<file path="src/rtl/cukl_pkg.sv">
// ---------------------------------------------------------------------------
// cukl_pkg: shared definitions for the compacted unique key list
// Field widths, operation codes, status codes and the default list depth.
// ---------------------------------------------------------------------------
`default_nettype none

package cukl_pkg;

  // Payload field widths
  localparam int KEY_W  = 27;
  localparam int OP_W   = 2;
  localparam int STAT_W = 4;
  localparam int POS_W  = 5;

  // Default number of list slots
  localparam int ENTRIES_DEF = 16;

  // Command codes
  typedef enum logic [OP_W-1:0] {
    OP_INSERT = 2'd0,
    OP_LIST   = 2'd1,
    OP_DELETE = 2'd2,
    OP_UPDATE = 2'd3
  } op_t;

  // Status codes of result items
  typedef enum logic [STAT_W-1:0] {
    ST_INSERTED  = 4'd0,
    ST_DUPLICATE = 4'd1,
    ST_FULL      = 4'd2,
    ST_DELETED   = 4'd3,
    ST_NOT_FOUND = 4'd4,
    ST_UPDATED   = 4'd5,
    ST_TGT_EXIST = 4'd6,
    ST_LIST      = 4'd7,
    ST_ENTRY     = 4'd8,
    ST_EMPTY     = 4'd9
  } status_t;

endpackage

`default_nettype wire

</file>
<file path="src/rtl/cukl_ram.sv">
// ---------------------------------------------------------------------------
// cukl_ram: key storage
// One write port and one read port with registered read data. The read
// data holds while no read is issued. Contents are undefined until written.
// ---------------------------------------------------------------------------
`default_nettype none

module cukl_ram #(
  parameter int DEPTH  = 16,
  parameter int ADDR_W = 4,
  parameter int DATA_W = 27
) (
  input  wire logic              clk,
  input  wire logic              we,
  input  wire logic [ADDR_W-1:0] waddr,
  input  wire logic [DATA_W-1:0] wdata,
  input  wire logic              re,
  input  wire logic [ADDR_W-1:0] raddr,
  output logic      [DATA_W-1:0] rdata
);

  logic [DATA_W-1:0] mem_r [DEPTH];
  logic [DATA_W-1:0] rdata_r;

  // Write and registered read
  always_ff @(posedge clk) begin
    if (we) begin
      mem_r[waddr] <= wdata;
    end
    if (re) begin
      rdata_r <= mem_r[raddr];
    end
  end

  assign rdata = rdata_r;

endmodule

`default_nettype wire

</file>
<file path="src/rtl/cukl_ctrl.sv">
// ---------------------------------------------------------------------------
// cukl_ctrl: command sequencer
// Walks the key storage one slot at a time with a single key comparator,
// compacts the list on delete, and streams status and listing items
// through an output register.
// ---------------------------------------------------------------------------
`default_nettype none

module cukl_ctrl #(
  parameter int ENTRIES = 16,
  parameter int CNT_W   = 5,
  parameter int IDX_W   = 4
) (
  input  wire logic                         clk,
  input  wire logic                         rst_n,
  // command channel
  input  wire logic                         in_valid,
  output logic                              in_stall,
  input  wire logic [cukl_pkg::OP_W-1:0]    in_operation,
  input  wire logic [cukl_pkg::KEY_W-1:0]   in_key,
  input  wire logic [cukl_pkg::KEY_W-1:0]   in_new_key,
  // result channel
  output logic                              out_valid,
  input  wire logic                         out_stall,
  output logic [cukl_pkg::STAT_W-1:0]       out_status,
  output logic [cukl_pkg::POS_W-1:0]        out_position,
  output logic [cukl_pkg::KEY_W-1:0]        out_entry_value,
  output logic                              out_last,
  // storage port
  output logic                              ram_we,
  output logic [IDX_W-1:0]                  ram_waddr,
  output logic [cukl_pkg::KEY_W-1:0]        ram_wdata,
  output logic                              ram_re,
  output logic [IDX_W-1:0]                  ram_raddr,
  input  wire logic [cukl_pkg::KEY_W-1:0]   ram_rdata
);

  import cukl_pkg::*;

  typedef enum logic [8:0] {
    S_IDLE = 9'b000000001,
    S_RD   = 9'b000000010,
    S_CMP  = 9'b000000100,
    S_DEC  = 9'b000001000,
    S_SRD  = 9'b000010000,
    S_SWR  = 9'b000100000,
    S_STAT = 9'b001000000,
    S_LST  = 9'b010000000,
    S_LOUT = 9'b100000000
  } state_t;

  localparam logic [CNT_W-1:0] FULL_CNT = CNT_W'(ENTRIES);

  state_t               state_r,  state_nxt;
  op_t                  op_r,     op_nxt;
  logic [KEY_W-1:0]     key_r,    key_nxt;
  logic [KEY_W-1:0]     nkey_r,   nkey_nxt;
  logic                 pass_r,   pass_nxt;
  logic                 found_r,  found_nxt;
  logic [CNT_W-1:0]     idx_r,    idx_nxt;
  logic [CNT_W-1:0]     scan_r,   scan_nxt;
  logic [CNT_W-1:0]     cnt_r,    cnt_nxt;
  status_t              code_r,   code_nxt;
  logic                 last_r,   last_nxt;

  logic                 ovld_r,   ovld_nxt;
  status_t              ostat_r,  ostat_nxt;
  logic [POS_W-1:0]     opos_r,   opos_nxt;
  logic [KEY_W-1:0]     oval_r,   oval_nxt;
  logic                 olast_r,  olast_nxt;

  logic                 out_free;
  logic [CNT_W:0]       scan_p1;
  logic [KEY_W-1:0]     cmp_key;
  logic                 hit;
  logic                 list_end;

  assign out_free = !ovld_r || !out_stall;
  assign scan_p1  = {1'b0, scan_r} + 1'b1;
  assign list_end = (scan_p1 == {1'b0, cnt_r});

  // Shared comparator: old key on the first pass, new key on the second
  assign cmp_key = pass_r ? nkey_r : key_r;
  assign hit     = (ram_rdata == cmp_key);

  assign in_stall = (state_r != S_IDLE);

  // Sequencer
  always_comb begin
    state_nxt = state_r;
    op_nxt    = op_r;
    key_nxt   = key_r;
    nkey_nxt  = nkey_r;
    pass_nxt  = pass_r;
    found_nxt = found_r;
    idx_nxt   = idx_r;
    scan_nxt  = scan_r;
    cnt_nxt   = cnt_r;
    code_nxt  = code_r;
    last_nxt  = last_r;

    ovld_nxt  = ovld_r && out_stall;
    ostat_nxt = ostat_r;
    opos_nxt  = opos_r;
    oval_nxt  = oval_r;
    olast_nxt = olast_r;

    ram_we    = 1'b0;
    ram_waddr = scan_r[IDX_W-1:0];
    ram_wdata = ram_rdata;
    ram_re    = 1'b0;
    ram_raddr = scan_r[IDX_W-1:0];

    unique case (state_r)
      S_IDLE: begin
        // Capture a command transfer
        if (in_valid) begin
          op_nxt   = op_t'(in_operation);
          key_nxt  = in_key;
          nkey_nxt = in_new_key;
          pass_nxt = 1'b0;
          scan_nxt = '0;
          if (op_t'(in_operation) == OP_LIST) begin
            code_nxt  = ST_LIST;
            last_nxt  = 1'b0;
            state_nxt = S_STAT;
          end else begin
            state_nxt = S_RD;
          end
        end
      end

      S_RD: begin
        // Issue the next slot read, or end the search on a miss
        if (scan_r < cnt_r) begin
          ram_re    = 1'b1;
          state_nxt = S_CMP;
        end else begin
          found_nxt = 1'b0;
          state_nxt = S_DEC;
        end
      end

      S_CMP: begin
        if (hit) begin
          found_nxt = 1'b1;
          if (!pass_r) begin
            idx_nxt = scan_r;
          end
          state_nxt = S_DEC;
        end else begin
          scan_nxt  = scan_p1[CNT_W-1:0];
          state_nxt = S_RD;
        end
      end

      S_DEC: begin
        // Act on the search outcome
        state_nxt = S_STAT;
        last_nxt  = 1'b0;
        unique case (op_r)
          OP_INSERT: begin
            if (found_r) begin
              code_nxt = ST_DUPLICATE;
              last_nxt = 1'b1;
            end else if (cnt_r == FULL_CNT) begin
              code_nxt = ST_FULL;
            end else begin
              ram_we    = 1'b1;
              ram_waddr = cnt_r[IDX_W-1:0];
              ram_wdata = key_r;
              cnt_nxt   = cnt_r + 1'b1;
              code_nxt  = ST_INSERTED;
            end
          end
          OP_DELETE: begin
            if (found_r) begin
              scan_nxt  = idx_r;
              state_nxt = S_SRD;
            end else begin
              code_nxt = ST_NOT_FOUND;
              last_nxt = 1'b1;
            end
          end
          OP_UPDATE: begin
            if (!pass_r) begin
              if (found_r) begin
                pass_nxt  = 1'b1;
                scan_nxt  = '0;
                state_nxt = S_RD;
              end else begin
                code_nxt = ST_NOT_FOUND;
                last_nxt = 1'b1;
              end
            end else if (found_r) begin
              code_nxt = ST_TGT_EXIST;
              last_nxt = 1'b1;
            end else begin
              ram_we    = 1'b1;
              ram_waddr = idx_r[IDX_W-1:0];
              ram_wdata = nkey_r;
              code_nxt  = ST_UPDATED;
            end
          end
          default: begin
            code_nxt = ST_LIST;
          end
        endcase
      end

      S_SRD: begin
        // Read the slot above, or finish the compaction
        if (scan_p1 < {1'b0, cnt_r}) begin
          ram_re    = 1'b1;
          ram_raddr = scan_p1[IDX_W-1:0];
          state_nxt = S_SWR;
        end else begin
          cnt_nxt   = cnt_r - 1'b1;
          code_nxt  = ST_DELETED;
          last_nxt  = 1'b0;
          state_nxt = S_STAT;
        end
      end

      S_SWR: begin
        // Move the entry down one slot
        ram_we    = 1'b1;
        ram_waddr = scan_r[IDX_W-1:0];
        ram_wdata = ram_rdata;
        scan_nxt  = scan_p1[CNT_W-1:0];
        state_nxt = S_SRD;
      end

      S_STAT: begin
        // Send the status item
        if (out_free) begin
          ovld_nxt  = 1'b1;
          ostat_nxt = code_r;
          opos_nxt  = '0;
          oval_nxt  = '0;
          olast_nxt = last_r;
          scan_nxt  = '0;
          state_nxt = last_r ? S_IDLE : S_LST;
        end
      end

      S_LST: begin
        // Empty marker, or fetch the next entry to list
        if (cnt_r == '0) begin
          if (out_free) begin
            ovld_nxt  = 1'b1;
            ostat_nxt = ST_EMPTY;
            opos_nxt  = '0;
            oval_nxt  = '0;
            olast_nxt = 1'b1;
            state_nxt = S_IDLE;
          end
        end else begin
          ram_re    = 1'b1;
          state_nxt = S_LOUT;
        end
      end

      S_LOUT: begin
        // Send one listed entry
        if (out_free) begin
          ovld_nxt  = 1'b1;
          ostat_nxt = ST_ENTRY;
          opos_nxt  = POS_W'(scan_p1);
          oval_nxt  = ram_rdata;
          olast_nxt = list_end;
          scan_nxt  = scan_p1[CNT_W-1:0];
          state_nxt = list_end ? S_IDLE : S_LST;
        end
      end

      default: begin
        state_nxt = S_IDLE;
      end
    endcase
  end

  // Control state
  always_ff @(posedge clk) begin
    if (!rst_n) begin
      state_r <= S_IDLE;
      cnt_r   <= '0;
      ovld_r  <= 1'b0;
    end else begin
      state_r <= state_nxt;
      cnt_r   <= cnt_nxt;
      ovld_r  <= ovld_nxt;
    end
  end

  // Working and output payload
  always_ff @(posedge clk) begin
    op_r    <= op_nxt;
    key_r   <= key_nxt;
    nkey_r  <= nkey_nxt;
    pass_r  <= pass_nxt;
    found_r <= found_nxt;
    idx_r   <= idx_nxt;
    scan_r  <= scan_nxt;
    code_r  <= code_nxt;
    last_r  <= last_nxt;
    ostat_r <= ostat_nxt;
    opos_r  <= opos_nxt;
    oval_r  <= oval_nxt;
    olast_r <= olast_nxt;
  end

  assign out_valid       = ovld_r;
  assign out_status      = ostat_r;
  assign out_position    = opos_r;
  assign out_entry_value = oval_r;
  assign out_last        = olast_r;

endmodule

`default_nettype wire

</file>
<file path="src/rtl/compacted_unique_key_list.sv">
// ---------------------------------------------------------------------------
// compacted_unique_key_list: packed list of unique keys
// Insert, delete with compaction, update and list commands over a simple dual
// port key store, each answered by a status item and optionally a listing.
//
//   channel | ports                                        | dir
//   --------+----------------------------------------------+-----
//   command | in_valid, in_stall, in_operation, in_key,    | in
//           | in_new_key                                   |
//   result  | out_valid, out_stall, out_status,            | out
//           | out_position, out_entry_value, out_last      |
//
// One command at a time; in_stall is high from its transfer until its last
// result is placed in the output register. The store has one read port,
// so a search reads and then compares one slot at a time, a delete moves
// each slot above the removed one down by a read and a write, and a
// listing reads each entry before sending it. An update that finds its
// key also searches for the new key; output stalls hold only result sends.
// Reset empties the list by zeroing the count; no clearing pass is needed.
// ---------------------------------------------------------------------------
`default_nettype none

module compacted_unique_key_list #(
  parameter int ENTRIES = cukl_pkg::ENTRIES_DEF
) (
  input  wire logic                         clk,
  input  wire logic                         rst_n,
  input  wire logic                         in_valid,
  output logic                              in_stall,
  input  wire logic [cukl_pkg::OP_W-1:0]    in_operation,
  input  wire logic [cukl_pkg::KEY_W-1:0]   in_key,
  input  wire logic [cukl_pkg::KEY_W-1:0]   in_new_key,
  output logic                              out_valid,
  input  wire logic                         out_stall,
  output logic [cukl_pkg::STAT_W-1:0]       out_status,
  output logic [cukl_pkg::POS_W-1:0]        out_position,
  output logic [cukl_pkg::KEY_W-1:0]        out_entry_value,
  output logic                              out_last
);

  import cukl_pkg::*;

  localparam int CNT_W = $clog2(ENTRIES + 1);
  localparam int IDX_W = (ENTRIES > 1) ? $clog2(ENTRIES) : 1;

  logic              ram_we;
  logic [IDX_W-1:0]  ram_waddr;
  logic [KEY_W-1:0]  ram_wdata;
  logic              ram_re;
  logic [IDX_W-1:0]  ram_raddr;
  logic [KEY_W-1:0]  ram_rdata;

  // Command sequencer
  cukl_ctrl #(
    .ENTRIES (ENTRIES),
    .CNT_W   (CNT_W),
    .IDX_W   (IDX_W)
  ) u_ctrl (
    .clk             (clk),
    .rst_n           (rst_n),
    .in_valid        (in_valid),
    .in_stall        (in_stall),
    .in_operation    (in_operation),
    .in_key          (in_key),
    .in_new_key      (in_new_key),
    .out_valid       (out_valid),
    .out_stall       (out_stall),
    .out_status      (out_status),
    .out_position    (out_position),
    .out_entry_value (out_entry_value),
    .out_last        (out_last),
    .ram_we          (ram_we),
    .ram_waddr       (ram_waddr),
    .ram_wdata       (ram_wdata),
    .ram_re          (ram_re),
    .ram_raddr       (ram_raddr),
    .ram_rdata       (ram_rdata)
  );

  // Key store
  cukl_ram #(
    .DEPTH  (ENTRIES),
    .ADDR_W (IDX_W),
    .DATA_W (KEY_W)
  ) u_ram (
    .clk   (clk),
    .we    (ram_we),
    .waddr (ram_waddr),
    .wdata (ram_wdata),
    .re    (ram_re),
    .raddr (ram_raddr),
    .rdata (ram_rdata)
  );

endmodule

`default_nettype wire

</file>
<file path="config.mk">
export PLATFORM = sky130hd
export DESIGN_NAME = compacted_unique_key_list
export DESIGN_NICKNAME = d
export VERILOG_FILES = /design/src/rtl/cukl_pkg.sv /design/src/rtl/cukl_ram.sv /design/src/rtl/cukl_ctrl.sv /design/src/rtl/compacted_unique_key_list.sv
export SDC_FILE = /design/constraint.sdc
export NUM_CORES = 1
export LEC_CHECK = 0
export ABC_CLOCK_PERIOD_IN_PS = 6110
export BUFFER_PORTS_ARGS = -buffer_cell sky130_fd_sc_hd__buf_4
export CORE_MARGIN = 2
export CORE_UTILIZATION = 64
export CTS_BUF_LIST = sky130_fd_sc_hd__clkbuf_4 sky130_fd_sc_hd__clkbuf_8
export CTS_CLUSTER_DIAMETER = 40
export DETAILED_ROUTE_END_ITERATION = 7
export PLACE_DENSITY = 0.88
export SYNTH_ARGS = -nofsm -noshare
export SYNTH_HDL_FRONTEND = slang
export SYNTH_SLANG_ARGS = --single-unit
</file>
<file path="constraint.sdc">
create_clock -name clk -period 6.11 [get_ports clk]
set_clock_uncertainty 0.2 [all_clocks]
set_input_delay 0.3055 -clock clk [delete_from_list [all_inputs] [get_ports clk]]
set_output_delay 0.3055 -clock clk [all_outputs]
set_load 0.1 [all_outputs]
</file>
Yosys cells after proc, flatten, opt, wreduce, memory -nomap -nowiden
Memories as Yosys holds them, arrays and structs flattened. A register that Yosys moved wholly into a read port is not among the register bits.
Index checks and enable logic that the tools add are counted.
{"block": "word_totals", "regBits": 125, "mem_bits_rw": 432, "inputBits": 60, "out_inout_bits": 39, "word_cells": 182, "n_memories": 1}
{"name": "u_ram.mem_r", "depth": 16, "word_bits": 27, "rd": 1, "rd_ports_with_merged_regs": 1, "wr": 1, "line_no": "cukl_ram.sv:22", "text": "logic [DATA_W-1:0] mem_r [DEPTH];"}
{"block": "classes", "n_addsub": 3, "magnitude_cmp": 2, "n_eq_ne": 35, "mux": 101, "bitwise_logic": 1, "n_reduce_logical": 23}
{"operator": "$mux 27", "count": 9}
{"operator": "$pmux 27 s3", "count": 1}
{"operator": "$pmux 9 s9", "count": 1}
{"operator": "$mux 4", "count": 19}
{"operator": "$mux 5", "count": 13}
{"operator": "$mux 9", "count": 6}
{"operator": "$pmux 27 s2", "count": 1}
{"operator": "$pmux 4 s3", "count": 3}
{"operator": "$pmux 5 s6", "count": 1}
{"operator": "$mux 7", "count": 4}
{"operator": "$eq 27x27->1", "count": 1}
{"operator": "$mux 1", "count": 25}
{"operator": "$pmux 5 s2", "count": 2}
{"operator": "$pmux 9 s2", "count": 1}
{"operator": "$mux 8", "count": 2}
{"operator": "$pmux 5 s3", "count": 1}
{"operator": "$ne 2x1->1 const B", "count": 7}
{"operator": "$ne 2x2->1 const B", "count": 7}
{"operator": "$ne 3x2->1 const B", "count": 4}
{"operator": "$pmux 1 s3", "count": 4}
{"operator": "$reduce_and 3->1", "count": 4}
{"operator": "$pmux 1 s2", "count": 5}
{"operator": "$reduce_and 5->1", "count": 2}
{"operator": "$eq 9x1->1 const B", "count": 1}
{"operator": "other kinds (34)", "count": 41}

Depth between registers and ports, before layout
{"block": "logic_depth", "depth_word": 7, "depth_mapped": 16, "ltp_nobuf": 12}

By module
From an unflattened synthesis, not the netlist that was laid out.
{"block": "unflattened", "cells_unflattened": 1298, "area_unflattened_um2": 23801.6}
{"mod": "cukl_ram", "instances": 1, "cells_per_inst": 710, "area_per_inst_um2": 17162.7, "seq_area_each_um2": 13783.2}
{"mod": "cukl_ctrl", "instances": 1, "cells_per_inst": 588, "area_per_inst_um2": 6638.9, "seq_area_each_um2": 3603.5}

Worst setup path before layout
OpenSTA, ideal clock, no wires.
{"block": "synth_path", "path_kind": "register to register", "start": "register u_ctrl.state_r[1]", "end": "register u_ctrl.oval_r[0] (netlist: u_ctrl.out_entry_value[0]), enable pin", "setup_ns": 0.480, "arrival_time_ns": 4.405, "t_required_ns": 5.430, "slack_ns": 1.024, "path_stages_with_launch": 6, "path_buffers": 2, "period_less_slack_ns": 5.086, "cell_sequence": "dfxtp_1 -> or4_1 -> or4b_2 -> clkbuf_1 -> clkbuf_1 -> a311oi_1"}
{"block": "synth_via", "elab_chain_len": 3, "elab_cells_between_ends": 7, "cone_classes": "eq/ne (5); reduce/logical (2)"}
{"element": "start: declaration", "line_no": "cukl_ctrl.sv:54", "text": "state_t state_r, state_nxt;"}
{"element": "start signal: assignment", "line_no": "cukl_ctrl.sv:290", "text": "state_r <= state_nxt;"}
{"element": "$eq 9x9->1 (tied with other cells)", "line_no": "cukl_ctrl.sv:114", "text": "unique case (state_r)"}
{"element": "$ne 2x1->1 (no source line) / $reduce_bool 3->1 (equally long branches)"}
{"element": "$reduce_and 3->1 (no source line) *"}
{"element": "end signal: assignment", "line_no": "cukl_ctrl.sv:309", "text": "oval_r <= oval_nxt;"}
{"element": "end: declaration", "line_no": "cukl_ctrl.sv:69", "text": "logic [KEY_W-1:0] oval_r, oval_nxt;"}
Every way passes the cells marked *; elsewhere a longest branch is shown, timed or not.
A chain may end at the register's enable or synchronous reset.

Worst setup path after layout
{"block": "layout_path", "start": "register u_ctrl.scan_r[0]", "end": "register u_ram.rdata_r[12] (netlist: u_ram.rdata[12]) (read register of u_ram.mem_r), data pin"}
{"block": "layout_via", "elab_chain_len": 4, "elab_cells_between_ends": 8, "cone_classes": "add/sub (1); order compare (2); mux (5)"}
{"element": "start: declaration", "line_no": "cukl_ctrl.sv:61", "text": "logic [CNT_W-1:0] scan_r, scan_nxt;"}
{"element": "start signal: assignment", "line_no": "cukl_ctrl.sv:304", "text": "scan_r <= scan_nxt;"}
{"element": "$add 5x1->6 *", "line_no": "cukl_ctrl.sv:79", "text": "assign scan_p1 = {1'b0, scan_r} + 1'b1;"}
{"element": "named net u_ctrl.scan_p1[3]", "line_no": "cukl_ctrl.sv:73", "text": "logic [CNT_W:0] scan_p1;"}
{"element": "$lt 6x5->1", "line_no": "cukl_ctrl.sv:213", "text": "if (scan_p1 < {1'b0, cnt_r}) begin"}
{"element": "$mux 1 / $mux 4 (equally long branches)", "line_no": "cukl_ctrl.sv:213"}
{"element": "$pmux 1 s3 / $mux 4 (equally long branches)", "line_no": "cukl_ctrl.sv:114"}
{"element": "end: declaration", "line_no": "cukl_ram.sv:23", "text": "logic [DATA_W-1:0] rdata_r;"}
Mark *: on every way through the listed nets, which the timed path passes. The rest lies on a longest branch.

==> impl_table.tex <==
\begin{tabular}{lr}
\hline
Metric & Value \\
\hline
\multicolumn{2}{l}{\textbf{Outcome}} \\
\quad Outcome & finished clean \\
\multicolumn{2}{l}{\textbf{Clocking}} \\
\quad Post-CTS Hold Buffers & 59 \\
\quad Clock Tree Root & sky130\_fd\_sc\_hd\_\_clkbuf\_8 \\
\quad Setup bufs post-CTS & 0 \\
\quad Total clock sinks & about 600 \\
\quad H-tree level count & 3 \\
\quad Post-CTS clock slew at the launch and capture registers of the worst setup and hold paths & 0.06 ns \\
\quad Clock latency of the later-clocked register in the worst-skew pair & 0.70 ns \\
\quad CTS Buffer Depth & 3 \\
\quad TritonCTS buffer count & 93 \\
\quad TritonCTS clock tree & done \\
\quad Post-cts repair resize count & 0 \\
\multicolumn{2}{l}{\textbf{Route}} \\
\quad Routed length per placed instance & 27.8 microns \\
\quad Detailed Route WL & 62700 microns \\
\quad Routed via count & between 10000 and 15000 \\
\quad Remaining number of nets flagged by the antenna check after routing & 0 \\
\quad DRC & 0 \\
\quad Detailed Routing Iterations Pass 1 & 6 \\
\quad Vias per std cell & 6.61 \\
\quad Violation count after the first detailed-route iteration & 1991 \\
\multicolumn{2}{l}{\textbf{Critical path}} \\
\quad Worst setup path class & register to register \\
\quad Critical path fanouts, max & 88 \\
\quad Endpoint class of the critical path & register \\
\quad Arrival time of the worst setup path & roughly 5.1 ns \\
\quad Delay of the slowest cell on the worst path & 0.59 ns \\
\quad Register-to-Register Setup Slack & around 1.2 ns \\
\quad Standard cell with the maximum stage delay on the critical path & sky130\_fd\_sc\_hd\_\_mux4\_2 \\
\quad Startpoint type of the worst setup path & register \\
\quad Sequence of cells on the critical path & and2\_1, nand2\_1, xnor2\_1, inv\_1, ha\_1, and3\_1, o21a\_1, nor4\_4, xnor2\_2, buf\_12, mux4\_2, nand2\_1, nand4\_1 \\
\quad Top cell by count, worst path & sky130\_fd\_sc\_hd\_\_nand2\_1 \\
\quad Worst path required time & 6.30 ns \\
\multicolumn{2}{l}{\textbf{Pwr}} \\
\quad Combinational cell fraction of total power & 28.0\% \\
\quad Portion of total power attributed to the clock network & between 20\% and 30\% \\
\quad Int Pwr & 0.00771 W \\
\quad Leak pwr & 9.73 nW \\
\quad Switch share & 32.5\% \\
\quad Power density normalized to cell area & 404 mW/mm\^{}2 \\
\quad Worst ir drop on vdd & around 0.29 mV \\
\quad Flop pwr share & about 43\% \\
\quad Switching component of the power & approximately 0.0037 W \\
\multicolumn{2}{l}{\textbf{Die}} \\
\quad Die Outline Area & 0.0394 sq mm \\
\quad Die extent in x & 198 microns \\
\quad Initial standard-cell utilization of the core & 64.5\% \\
\quad Number of core rows & 71 \\
\quad Vertical die dimension & 198 microns \\
\quad Placeable core region & 0.0375 sq mm \\
\quad Number of ports placed on the die boundary & 99 \\
\multicolumn{2}{l}{\textbf{Synthesis}} \\
\quad Sequential element share of the synthesized area & 71.9\% \\
\quad Dominant cells by area after synthesis & sky130\_fd\_sc\_hd\_\_edfxtp\_1 71\%, sky130\_fd\_sc\_hd\_\_mux4\_2 5.0\%, sky130\_fd\_sc\_hd\_\_mux2i\_1 3.6\% \\
\quad Number of synthesized register bits & 584 \\
\quad Number of flops mapped to enable cells by yosys & 569 \\
\quad Dominant synthesized flop cell & sky130\_fd\_sc\_hd\_\_edfxtp\_1 \\
\quad Count of unique library cells instantiated by Yosys & 60 \\
\quad Top cell type by total area after synthesis & sky130\_fd\_sc\_hd\_\_edfxtp\_1 \\
\quad Mapped Cells & 1441 \\
\quad Share of synthesized registers carrying an async set or reset & 0\% \\
\quad Net count after synthesis & roughly 1500 \\
\quad Number of warning messages in the yosys log & 0 \\
\quad Post-synthesis average cell area & $\sim$17 sq um \\
\quad Synth top area share & 70.6\% \\
\quad Netlist area before placement & about 0.024 sq mm \\
\multicolumn{2}{l}{\textbf{Placement}} \\
\quad Total placed cells including tap cells & 2029 \\
\quad HPWL after detailed placement & 33500 microns \\
\quad Final Wtd Congestion & 0.901 \\
\quad Buffers on Ports & 98 \\
\multicolumn{2}{l}{\textbf{Global routing}} \\
\quad Aggregate global-route resource usage & 32.5\% \\
\quad Global-route wire length before repair & 91500 microns \\
\quad Pin count of the biggest net entering global routing & 89 \\
\quad Antenna violations before repair & 1 \\
\quad Overflow left after global routing & 0 \\
\quad Number of global-route vias before repair & 15095 \\
\multicolumn{2}{l}{\textbf{Timing}} \\
\quad Min Tclk post-route & about 4.9 ns \\
\quad Slew @ Worst Pin & 1.30 ns \\
\quad Remaining max-slew budget at the tightest pin & 12.5\% \\
\quad Final Max Slew Viols & 0 \\
\quad RSZ-0062 raised after global routing & false \\
\quad Final worst-path cycle share & 79.6\% \\
\quad Final setup viols & 0 \\
\quad Hold violation count in the final report & 0 \\
\quad Top achievable clock speed & 206 MHz \\
\quad Setup\_tns & 0 ns \\
\multicolumn{2}{l}{\textbf{Layout}} \\
\quad Post-Layout Cell Count & roughly 2300 \\
\quad Final Net Count & 1755 \\
\quad Final antenna diode count & 0 \\
\quad Layout cells sized above 1 & around 25\% \\
\quad Fillcell total & 1986 \\
\quad Post-synthesis to final-layout area growth & 17.0\% \\
\multicolumn{2}{l}{\textbf{Flow run}} \\
\quad Number of max-cap violations & 0 \\
\multicolumn{2}{l}{\textbf{Worst hold path}} \\
\quad Tightest Hold Check Type & input port to register \\
\hline
\end{tabular}
-- registers in the layout, summed over array words and instances, names as in the netlist, 5 cells and up --
name,flops
u_ctrl.nkey_r,27
u_ctrl.state_r,9
u_ram.mem_r,432
u_ctrl.key_r,27
u_ctrl.scan_r,5
u_ctrl.out_entry_value,27
u_ctrl.out_position,5
u_ctrl.idx_r,5
u_ram.rdata,27
u_ctrl.cnt_r,5
-- final timing paths --
check	cells past startpoint	end	start
worst max-delay path	13	u_ram.rdata[12]	u_ctrl.scan_r[0]
worst min-delay path	3	u_ctrl.pass_r	in_valid
worst max register to register	13	u_ram.rdata[12]	u_ctrl.scan_r[0]
worst min register to register	2	u_ctrl.out_valid	u_ctrl.out_valid
-- worst max-delay path: cells and delay by family (launching register included) --
| kind | cells | cell delay [ns] |
|---|---|---|
| fa+ha+maj | 1 | 0.29 |
| simple gates | 6 | 1.45 |
| flops | 1 | 0.56 |
| xor+xnor | 2 | 0.61 |
| mux | 1 | 0.59 |
| buf+inv | 2 | 0.60 |
| compound gates | 1 | 0.14 |
-- through the flow --
stage / area, sq um / worst slack, ns / hold WS (ns) / total power (W) / util [%]
6_report: 28300 / 1.25 / 0.0294 / 0.0114 / 75.5
5_1_grt: 28300 / 1.02 / 0.0538 / 0.0118 / 75.5
4_1_cts: 28300 / 1.30 / 0.00795 / 0.0113 / 75.5
3_5_place_dp: 25900 / 1.35 / 0.285 / 0.00802 / 69.0
3_3_place_gp: 25900 / 1.48 / 0.284 / 0.00791 / 69.0
2_1_floorplan: 24200 / 1.02 / 0.182 / 0.00710 / -
-- cell families (layout without fill, tap and decap cells) --
logic type	count (synthesis)	after routing	share of synthesized area, %
AO/OA/AOI/OAI	190	190	5.55
flip-flops	584	584	71.9
adder cells (fa/ha/maj)	22	22	1.17
AND/OR/NAND/NOR	291	291	5.93
buffers and inverters	94	398	1.69
multiplexers	224	224	12.5
XOR/XNOR	36	36	1.30
-- synthesized netlist by cell type (22+ instances only) --
cell type	number
sky130_fd_sc_hd__edfxtp_1	569
sky130_fd_sc_hd__nand2_1	105
sky130_fd_sc_hd__mux2i_1	86
sky130_fd_sc_hd__mux2_2	63
sky130_fd_sc_hd__a22oi_1	60
sky130_fd_sc_hd__mux4_2	54
sky130_fd_sc_hd__nor2_1	53
sky130_fd_sc_hd__clkbuf_1	50
sky130_fd_sc_hd__o21ai_0	41
sky130_fd_sc_hd__nand4_1	37
sky130_fd_sc_hd__and2_1	32
sky130_fd_sc_hd__o22a_1	27
sky130_fd_sc_hd__inv_1	22
-- placed cells by master, fill, tap and decap left out, drive strengths merged, types with 8 or more instances in the layout --
master / n
edfxtp: 569
buf: 149
clkbuf: 119
nand2: 105
mux2i: 86
mux2: 84
a22oi: 60
dlygate4sd3: 59
mux4: 54
nor2: 53
o21ai: 42
nand4: 37
clkinv: 37
and2: 32
o22a: 27
inv: 27
ha: 21
xnor2: 21
a21oi: 20
xor2: 15
dfxtp: 15
nand3: 12
nor4: 10
nor2b: 8
-- layout make-up --
class	count	area (sq um)	area share (%)
Sequential cell	584	17400	61.4
Multi-Input combinational cell	763	6610	23.4
Timing Repair Buffer	208	1750	6.17
Clock buffer	119	1480	5.21
Tap cell	511	639	2.26
Clock inverter	48	355	1.26
Inverter	23	86.3	0.305
-- routing by layer --
layer  global-route usage, %  wire [microns]  share of wire (%)  up-vias
li1                        -               -                  -     6183
met1                    41.1           21500                 34     7307
met2                    53.3           30700                 49     1182
met3                    8.26            7720                 12      240
met4                    15.6            2780                4.4        2
met5                       0              12              0.019        -
-- power groups by stage --
stage                     clock network [W]  logic [W]  registers [W]
after global routing                0.00354    0.00337        0.00488
after floorplan                           0    0.00218        0.00492
after CTS                           0.00334    0.00314        0.00487
after global placement                    0    0.00298        0.00494
final                               0.00335    0.00320        0.00488
after detailed placement                  0    0.00308        0.00494
Note: power is estimated with default switching activity, not from simulation.
